`src/sv/idbsm_pkg.sv`:
```
`timescale 1ns / 1ps
// Package for the idle dim / blank / suspend manager.
// Holds the item structs, mode and register codes and shared constants.
// No dependencies.
package idbsm_pkg;

	// Configuration port geometry
	localparam int unsigned DATA_W = 32;
	localparam int unsigned ADDR_W = 4;
	localparam int unsigned TIMEOUT_W = 16;

	// Idle time is compared in milliseconds; a 16-bit seconds timeout times 1000 fits here
	localparam int unsigned MS_W = 26;
	localparam logic [MS_W-1:0] MS_PER_S = MS_W'(1000);
	localparam logic [31:0] ACTIVE_LIMIT_MS = 32'd3000;

	// Item modes
	localparam logic [1:0] MODE_TICK = 2'd0;
	localparam logic [1:0] MODE_CANCEL = 2'd1;
	localparam logic [1:0] MODE_RESTART = 2'd2;

	// Register indexes
	localparam logic [1:0] REG_DIM = 2'd0;
	localparam logic [1:0] REG_BLANK = 2'd1;
	localparam logic [1:0] REG_SUSPEND = 2'd2;
	localparam logic [1:0] REG_KEYBOARD = 2'd3;

	typedef struct packed {
		logic [1:0] mode;
		logic [31:0] idle_ms;
		logic idle_inhibit;
		logic suspend_inhibit;
		logic battery_power;
	} tick_item_t;

	typedef struct packed {
		logic dim_on;
		logic dim_off;
		logic blank_on;
		logic blank_off;
		logic keyboard_light_off;
		logic keyboard_light_on;
		logic suspend_request;
		logic idle_status;
		logic dimmed_status;
		logic blanked_status;
	} result_item_t;

	// Configuration seen by the decision logic; thresholds are in milliseconds
	typedef struct packed {
		logic [MS_W-1:0] dim_ms;
		logic [MS_W-1:0] blank_ms;
		logic [MS_W-1:0] suspend_ms;
		logic keyboard_present;
		logic clr_fired;
	} cfg_t;

endpackage

```
`src/sv/idbsm_regs.sv`:
```
`timescale 1ns / 1ps
// Configuration register file with an APB-style port.
// Depends on idbsm_pkg for register codes and the cfg_t struct.
module idbsm_regs
	import idbsm_pkg::*;
(
	input  logic              clk,
	input  logic              arst_n,
	input  logic              psel,
	input  logic              penable,
	input  logic              pwrite,
	input  logic [ADDR_W-1:0] paddr,
	input  logic [DATA_W-1:0] pwdata,
	output logic [DATA_W-1:0] prdata,
	output logic              pready,
	output cfg_t              cfg
);

	logic [TIMEOUT_W-1:0] dim_timeout_q;
	logic [TIMEOUT_W-1:0] blank_timeout_q;
	logic [TIMEOUT_W-1:0] suspend_timeout_q;
	logic [MS_W-1:0] dim_ms_q;
	logic [MS_W-1:0] blank_ms_q;
	logic [MS_W-1:0] suspend_ms_q;
	logic keyboard_q;
	logic clr_q;
	logic wr_en;
	logic [1:0] reg_idx;
	logic [MS_W-1:0] wr_ms;

	assign pready = 1'b1;
	assign wr_en = psel && penable && pwrite && pready;
	assign reg_idx = paddr[ADDR_W-1:2];

	// Written timeout converted to milliseconds once, at write time
	assign wr_ms = MS_W'(pwdata[TIMEOUT_W-1:0]) * MS_PER_S;

	// Register writes; a timeout write also raises clr_q to rearm all stages
	always_ff @(posedge clk or negedge arst_n) begin
		if (!arst_n) begin
			dim_timeout_q <= '0;
			blank_timeout_q <= '0;
			suspend_timeout_q <= '0;
			dim_ms_q <= '0;
			blank_ms_q <= '0;
			suspend_ms_q <= '0;
			keyboard_q <= 1'b0;
			clr_q <= 1'b0;
		end else begin
			clr_q <= 1'b0;
			if (wr_en) begin
				case (reg_idx)
					REG_DIM: begin
						dim_timeout_q <= pwdata[TIMEOUT_W-1:0];
						dim_ms_q <= wr_ms;
						clr_q <= 1'b1;
					end
					REG_BLANK: begin
						blank_timeout_q <= pwdata[TIMEOUT_W-1:0];
						blank_ms_q <= wr_ms;
						clr_q <= 1'b1;
					end
					REG_SUSPEND: begin
						suspend_timeout_q <= pwdata[TIMEOUT_W-1:0];
						suspend_ms_q <= wr_ms;
						clr_q <= 1'b1;
					end
					REG_KEYBOARD: begin
						keyboard_q <= pwdata[0];
					end
					default: begin
					end
				endcase
			end
		end
	end

	// Read back
	always_comb begin
		case (reg_idx)
			REG_DIM: prdata = DATA_W'(dim_timeout_q);
			REG_BLANK: prdata = DATA_W'(blank_timeout_q);
			REG_SUSPEND: prdata = DATA_W'(suspend_timeout_q);
			REG_KEYBOARD: prdata = DATA_W'(keyboard_q);
			default: prdata = '0;
		endcase
	end

	assign cfg.dim_ms = dim_ms_q;
	assign cfg.blank_ms = blank_ms_q;
	assign cfg.suspend_ms = suspend_ms_q;
	assign cfg.keyboard_present = keyboard_q;
	assign cfg.clr_fired = clr_q;

endmodule

```
`src/sv/idbsm_step.sv`:
```
`timescale 1ns / 1ps
// Decision logic and idle state: computes one result from one item and
// updates the state when the item moves on. Depends on idbsm_pkg.
module idbsm_step
	import idbsm_pkg::*;
(
	input  logic         clk,
	input  logic         arst_n,
	input  logic         fire,
	input  tick_item_t   item,
	input  cfg_t         cfg,
	output result_item_t result
);

	logic [31:0] prev_ms_q;
	logic dim_fired_q;
	logic blank_fired_q;
	logic susp_fired_q;
	logic seen_idle_q;
	logic idle_q;
	logic dimmed_q;
	logic blanked_q;

	logic [31:0] prev_ms_d;
	logic dim_fired_d;
	logic blank_fired_d;
	logic susp_fired_d;
	logic seen_idle_d;
	logic idle_d;
	logic dimmed_d;
	logic blanked_d;

	// Next state and pulses for the current item
	always_comb begin
		logic restore;
		logic active;
		logic [31:0] ms;

		ms = item.idle_ms;
		prev_ms_d = prev_ms_q;
		dim_fired_d = dim_fired_q;
		blank_fired_d = blank_fired_q;
		susp_fired_d = susp_fired_q;
		seen_idle_d = seen_idle_q;
		idle_d = idle_q;
		dimmed_d = dimmed_q;
		blanked_d = blanked_q;
		result = '0;
		restore = 1'b0;
		active = (ms < prev_ms_q) || (ms < ACTIVE_LIMIT_MS);

		case (item.mode)
			MODE_TICK: begin
				prev_ms_d = ms;
				if (active) begin
					restore = seen_idle_q || dimmed_q || blanked_q;
				end else if (!item.idle_inhibit) begin
					seen_idle_d = 1'b1;
					idle_d = 1'b1;
					if (!dim_fired_q && cfg.dim_ms != '0 && ms >= 32'(cfg.dim_ms)) begin
						result.dim_on = 1'b1;
						result.keyboard_light_off = cfg.keyboard_present;
						dimmed_d = 1'b1;
						dim_fired_d = 1'b1;
					end
					if (!blank_fired_q && cfg.blank_ms != '0 &&
					    ms >= 32'(cfg.blank_ms)) begin
						result.blank_on = 1'b1;
						blanked_d = 1'b1;
						blank_fired_d = 1'b1;
					end
					if (!susp_fired_q && item.battery_power && cfg.suspend_ms != '0 &&
					    ms >= 32'(cfg.suspend_ms) && !item.suspend_inhibit) begin
						result.suspend_request = 1'b1;
						susp_fired_d = 1'b1;
					end
				end
			end
			MODE_CANCEL: begin
				restore = 1'b1;
			end
			MODE_RESTART: begin
				restore = 1'b1;
				prev_ms_d = '0;
			end
			default: begin
			end
		endcase

		// Restore brings the display back and clears every stage
		if (restore) begin
			result.blank_off = blanked_q;
			result.dim_off = dimmed_q;
			result.keyboard_light_on = cfg.keyboard_present;
			blanked_d = 1'b0;
			dimmed_d = 1'b0;
			dim_fired_d = 1'b0;
			blank_fired_d = 1'b0;
			susp_fired_d = 1'b0;
			idle_d = 1'b0;
			seen_idle_d = 1'b0;
		end

		result.idle_status = idle_d;
		result.dimmed_status = dimmed_d;
		result.blanked_status = blanked_d;
	end

	// State registers; timeout writes rearm the stages unless an item moves on while clr_fired is high
	always_ff @(posedge clk or negedge arst_n) begin
		if (!arst_n) begin
			prev_ms_q <= '0;
			dim_fired_q <= 1'b0;
			blank_fired_q <= 1'b0;
			susp_fired_q <= 1'b0;
			seen_idle_q <= 1'b0;
			idle_q <= 1'b0;
			dimmed_q <= 1'b0;
			blanked_q <= 1'b0;
		end else if (fire) begin
			prev_ms_q <= prev_ms_d;
			dim_fired_q <= dim_fired_d;
			blank_fired_q <= blank_fired_d;
			susp_fired_q <= susp_fired_d;
			seen_idle_q <= seen_idle_d;
			idle_q <= idle_d;
			dimmed_q <= dimmed_d;
			blanked_q <= blanked_d;
		end else if (cfg.clr_fired) begin
			dim_fired_q <= 1'b0;
			blank_fired_q <= 1'b0;
			susp_fired_q <= 1'b0;
		end
	end

endmodule

```
`src/sv/idle_dim_blank_suspend_manager_unit.sv`:
```
`timescale 1ns / 1ps
// Idle dim / blank / suspend manager, top level.
// Channels: tick_valid/tick_stall/tick_item carry one item in; an item is
// taken at a clock edge where tick_valid is high and tick_stall is low.
// result_valid/result_stall/result_item carry one result per item out,
// taken the same way. Every item gives exactly one result, in order.
// Timeouts and the keyboard flag are set over the APB-style port while the
// block is idle; a timeout write rearms all stages unless an item moves on
// while the rearm pulse is high. The item sits in an input register, the
// decision logic works on it and the result lands in the output register,
// where the idle state is updated; result_valid rises once it is loaded.
// Throughput: one item per cycle when the receiver does not stall.
// When the receiver stalls, the output register holds its result and the
// input register can still take one more item; only then does tick_stall
// rise. Reset clears all state, the timeouts and both pipeline valid flags.
// Depends on idbsm_pkg, idbsm_regs and idbsm_step.
module idle_dim_blank_suspend_manager_unit
	import idbsm_pkg::*;
(
	input  logic              clk,
	input  logic              arst_n,
	input  logic              psel,
	input  logic              penable,
	input  logic              pwrite,
	input  logic [ADDR_W-1:0] paddr,
	input  logic [DATA_W-1:0] pwdata,
	output logic [DATA_W-1:0] prdata,
	output logic              pready,
	input  logic              tick_valid,
	output logic              tick_stall,
	input  tick_item_t        tick_item,
	output logic              result_valid,
	input  logic              result_stall,
	output result_item_t      result_item
);

	cfg_t cfg;
	tick_item_t item_s1;
	logic valid_s1;
	logic out_valid_q;
	result_item_t out_item_q;
	result_item_t step_res;
	logic advance;
	logic load_s1;
	logic fire;

	idbsm_regs u_regs (
		.clk     (clk),
		.arst_n  (arst_n),
		.psel    (psel),
		.penable (penable),
		.pwrite  (pwrite),
		.paddr   (paddr),
		.pwdata  (pwdata),
		.prdata  (prdata),
		.pready  (pready),
		.cfg     (cfg)
	);

	idbsm_step u_step (
		.clk    (clk),
		.arst_n (arst_n),
		.fire   (fire),
		.item   (item_s1),
		.cfg    (cfg),
		.result (step_res)
	);

	// Handshake control
	assign advance = !out_valid_q || !result_stall;
	assign fire = valid_s1 && advance;
	assign load_s1 = !valid_s1 || advance;
	assign tick_stall = !load_s1;

	// Input register
	always_ff @(posedge clk or negedge arst_n) begin
		if (!arst_n) begin
			valid_s1 <= 1'b0;
		end else if (load_s1) begin
			valid_s1 <= tick_valid;
		end
	end

	always_ff @(posedge clk) begin
		if (load_s1 && tick_valid) begin
			item_s1 <= tick_item;
		end
	end

	// Output register
	always_ff @(posedge clk or negedge arst_n) begin
		if (!arst_n) begin
			out_valid_q <= 1'b0;
		end else if (advance) begin
			out_valid_q <= valid_s1;
		end
	end

	always_ff @(posedge clk) begin
		if (fire) begin
			out_item_q <= step_res;
		end
	end

	assign result_valid = out_valid_q;
	assign result_item = out_item_q;

	// Checks on the decision logic and the pipeline control
	a_dim_pulse_excl: assert property (@(posedge clk) disable iff (!arst_n)
		result_valid |-> !(result_item.dim_on && result_item.dim_off))
		else $error("dim_on and dim_off in one result");

	a_screen_implies_idle: assert property (@(posedge clk) disable iff (!arst_n)
		result_valid |-> (!result_item.dimmed_status && !result_item.blanked_status) ||
		                 result_item.idle_status)
		else $error("screen dimmed or blanked while not idle");

	a_blank_sets_status: assert property (@(posedge clk) disable iff (!arst_n)
		result_valid && result_item.blank_on |-> result_item.blanked_status)
		else $error("blank_on without blanked_status");

	a_stall_only_full: assert property (@(posedge clk) disable iff (!arst_n)
		tick_stall |-> valid_s1 && out_valid_q && result_stall)
		else $error("input stalled with room in the pipeline");

	a_held_item_moves: assert property (@(posedge clk) disable iff (!arst_n)
		valid_s1 && !result_stall |=> result_valid)
		else $error("held item did not reach the output");

endmodule
```
`config.mk`:
```
export PLATFORM = sky130hd
export DESIGN_NAME = idle_dim_blank_suspend_manager_unit
export DESIGN_NICKNAME = d
export VERILOG_FILES = /design/src/sv/idbsm_pkg.sv /design/src/sv/idbsm_regs.sv /design/src/sv/idbsm_step.sv /design/src/sv/idle_dim_blank_suspend_manager_unit.sv
export SDC_FILE = /design/constraint.sdc
export NUM_CORES = 1
export LEC_CHECK = 0
export ABC_AREA = 1
export ABC_CLOCK_PERIOD_IN_PS = 6600
export BUFFER_PORTS_ARGS = -buffer_cell sky130_fd_sc_hd__clkbuf_2
export CAP_MARGIN = 20
export CORE_MARGIN = 5
export CORE_UTILIZATION = 60
export DETAILED_ROUTE_END_ITERATION = 8
export PLACE_DENSITY = 0.82
export SYNTH_ARGS = -nofsm -noshare
export SYNTH_HDL_FRONTEND = slang
export SYNTH_HIERARCHICAL = 1
export SYNTH_SLANG_ARGS = --single-unit
```
`constraint.sdc`:
```
create_clock -name clk -period 6.6 [get_ports clk]
set_input_delay 1.32 -clock clk [delete_from_list [all_inputs] [get_ports clk]]
set_output_delay 1.32 -clock clk [all_outputs]
set_load 0.05 [all_outputs]
```
==> impl_metrics.ini <==
[synthesis]
yosys-top-cells-count = nand2_1, inv_1, ha_1
syn_area_um2 = 14200
ys.flop_type = dfrtp_1
synth_top_area_share = 0.272
synthesis.instances = 1697
synth_area_per_cell_um2 = 8.35
synth_enable_flop_cells = 47
synth.ff_latch_count = 201
ys_seq_area_frac = 0.372
synth_top_cell_by_area = dfrtp_1
synth_most_common_cell = nand2_1
synthArstFlopShare = 0.766
synth_cell_type_count = 47
ys_warn_count = 6
synth_area_leaders = dfrtp_1, ha_1, nand2_1

[detailed_routing]
detail-route-antenna-nets = 0
drt-initial-drc-count = 947
wirelength_um = 32200
num_vias = 11180
wl_per_cell_um = 15.3
vias_per_cell = 5.31
drt_pass1_iterations = 5
drcViolationCount = 0

[cells_and_area]
drive_gt1_frac = 0.0901
fin_nets = 2071
multi_input_area_um2 = 7330
n_fill_cell = 1874
final_util = 0.664
area_growth_pct = 9.36
seqCellArea_um2 = 5270
diodes = 0

[cts]
ctsHoldBuffers = 0
cts_resized = 0
path_clk_slew_ns = 0.05
cts_max_level = 1
post_cts_buffers = 0
clk_latency_ns = 0.51
cts_buffer_depth = 3
cts_tree = done
numCtsBuffers = 24
cts.sinks = 201
root_buffer = clkbuf_16

[grt]
grt_overflow = 0
grt_max_degree = 80
grt_usage = 0.247
grt_antenna_before_repair = 0
grt_pass1_wl_um = 54000
grt_pass1_vias = 11428

[placed_design]
place_hpwl_um = 24200
gp_congestion = 0.880
portBuffers = 89

[sta]
whs_ns = 0.477
hold_violations = 0
rsz0062_at_grt = false
fin_crit_ns = 4.84
period_share = 0.733
tightest_slew_ns = 1.09
setup_violations = 0
maxSlewViolCount = 0
fin_skew_ns = 0.00876
finalSetupTns_ns = 0
max_slew_margin = 0.271
max_freq_ghz = 0.207

[power]
swShare = 0.435
pwr-share-comb = 0.478
internal-power_mw = 3.27
seqPwrFrac = 0.311
p_switching_mw = 2.52
leakage_nw = 8.11
vdd.ir_drop.worst_mv = 0.194
clkPwrFrac = 0.211
power.density_nw_per_um2 = 374

[setup_path]
critPathCaptureType = register
critPathKind = in -> reg
worstPathCellList = clkbuf_2 -> inv_1 -> fa_1 -> fa_1 -> fa_1 -> fa_1 -> inv_1 -> ha_1 -> nand2_1 -> inv_1 -> a21oi_1 -> nand3_1 -> nand2_1 -> nand3_1 -> nand3_1 -> nand2_1
critPathBufInv = 4
max_stage_delay_ns = 0.55
crit_fanout = 5
crit_family = adder cells
critical_path_required_ns = 7.00
worst_path_max_delay_cell = fa_1
start_kind = primary input
crit_arrival_ns = 5.24
crit_top_cell = fa_1

[die]
die_y_um = 164
coreArea_um2 = 23300
die_area_um2 = 26800
ioPinCount = 125
initial_core_util = 0.607
std_cell_rows = 56
chipWidth_um = 164

[flow_run]
maxCapViolations = 0

[status]
status = completed

[worst_hold_path]
min_path_type = reg -> reg
[cell usage in the layout (no fill, tap or decap), drive strengths merged, types with 6 or more instances in the layout]
| master | n |
|---|---|
| a21oi | 63 |
| buf | 8 |
| clkbuf | 123 |
| clkinv | 8 |
| conb | 26 |
| dfrtp | 154 |
| edfxtp | 47 |
| fa | 54 |
| ha | 166 |
| inv | 327 |
| nand2 | 411 |
| nand3 | 112 |
| nand4 | 16 |
| nor2 | 72 |
| nor3 | 8 |
| nor4 | 16 |
| o21ai | 121 |
| o21bai | 6 |
| o221ai | 15 |
[metal layers]
metal	global-route usage	routed length (um)	up-vias
li1	-	-	5520
met1	0.313	13500	5320
met2	0.440	16000	279
met3	0.0358	1690	61
met4	0.0728	957	0
met5	0	0	-
[layout make-up]
type | count | share of cell area
inverter | 328 | 0.0794
clock buffer | 35 | 0.0441
timing repair buffer | 96 | 0.0351
clock inverter | 7 | 0.00291
sequential | 201 | 0.340
tap | 319 | 0.0258
multi-input combinational | 1120 | 0.473
[cells by family after synthesis]
group	after synthesis	share of synthesized area
other cells	2	0.000530
compound gates	216	0.0836
fa+ha+maj	220	0.223
simple gates	650	0.198
xor+xnor	8	0.00494
flops	201	0.372
buf+inv	400	0.118
[power by group through the flow]
stage	logic (mW)	registers, mW	clock network, mW
finish	2.77	1.80	1.22
global route	3.18	1.84	1.30
CTS	2.75	1.80	1.25
detailed placement	2.71	1.82	0
global placement	2.61	1.81	0
floorplan	2.08	1.77	0
[per-stage QoR]
| stage | std cells | setup WS [ns] | power (mW) | area [um2] |
|---|---|---|---|---|
| floorplan | 1721 | 1.81 | 3.85 | 14300 |
| finish | 2106 | 1.76 | 5.79 | 15500 |
| detailed placement | 2062 | 1.24 | 4.53 | 14700 |
| global placement | 2062 | 1.29 | 4.42 | 14700 |
| global route | 2106 | 1.47 | 6.31 | 15500 |
| CTS | 2104 | 1.78 | 5.80 | 15400 |
[worst min-delay path: stages (launching register included)]
cell and delay [ns]:
dfrtp_1 0.34, nand2_1 0.05, nand2_1 0.05
[sequential cells by signal, indices dropped and copies added (netlist names)]
| register | cells |
|---|---|
| u_regs/blank_timeout_q | 16 |
| result_valid | 1 |
| u_regs/suspend_ms_q | 21 |
| u_step/idle_q | 1 |
| u_regs/suspend_timeout_q | 16 |
| u_step/blanked_q | 1 |
| u_step/dim_fired_q | 1 |
| u_regs/dim_ms_q | 21 |
| u_regs/keyboard_q | 1 |
| u_step/prev_ms_q | 32 |
| result_item | 10 |
| valid_s1 | 1 |
| u_regs/blank_ms_q | 21 |
| item_s1 | 37 |
| u_regs/dim_timeout_q | 16 |
| u_step/dimmed_q | 1 |
| u_step/susp_fired_q | 1 |
| u_regs/clr_q | 1 |
| u_step/seen_idle_q | 1 |
| u_step/blank_fired_q | 1 |
[final timing paths]
kind	start	to	slack, ns	cells past startpoint
max	pwdata[6]	u_regs/suspend_ms_q[23]	1.76	16
min	u_regs/blank_ms_q[22]	u_regs/blank_ms_q[22]	0.48	2
max in group asynchronous	arst_n	u_regs/blank_ms_q[17]	4.53	3
min reg2reg	u_regs/blank_ms_q[22]	u_regs/blank_ms_q[22]	0.48	2
min in group asynchronous	arst_n	u_regs/suspend_timeout_q[2]	0.85	1
max reg2reg	item_s1[8]	result_item[0]	3.97	15
No activity file was read; power rests on OpenSTA's default activity.
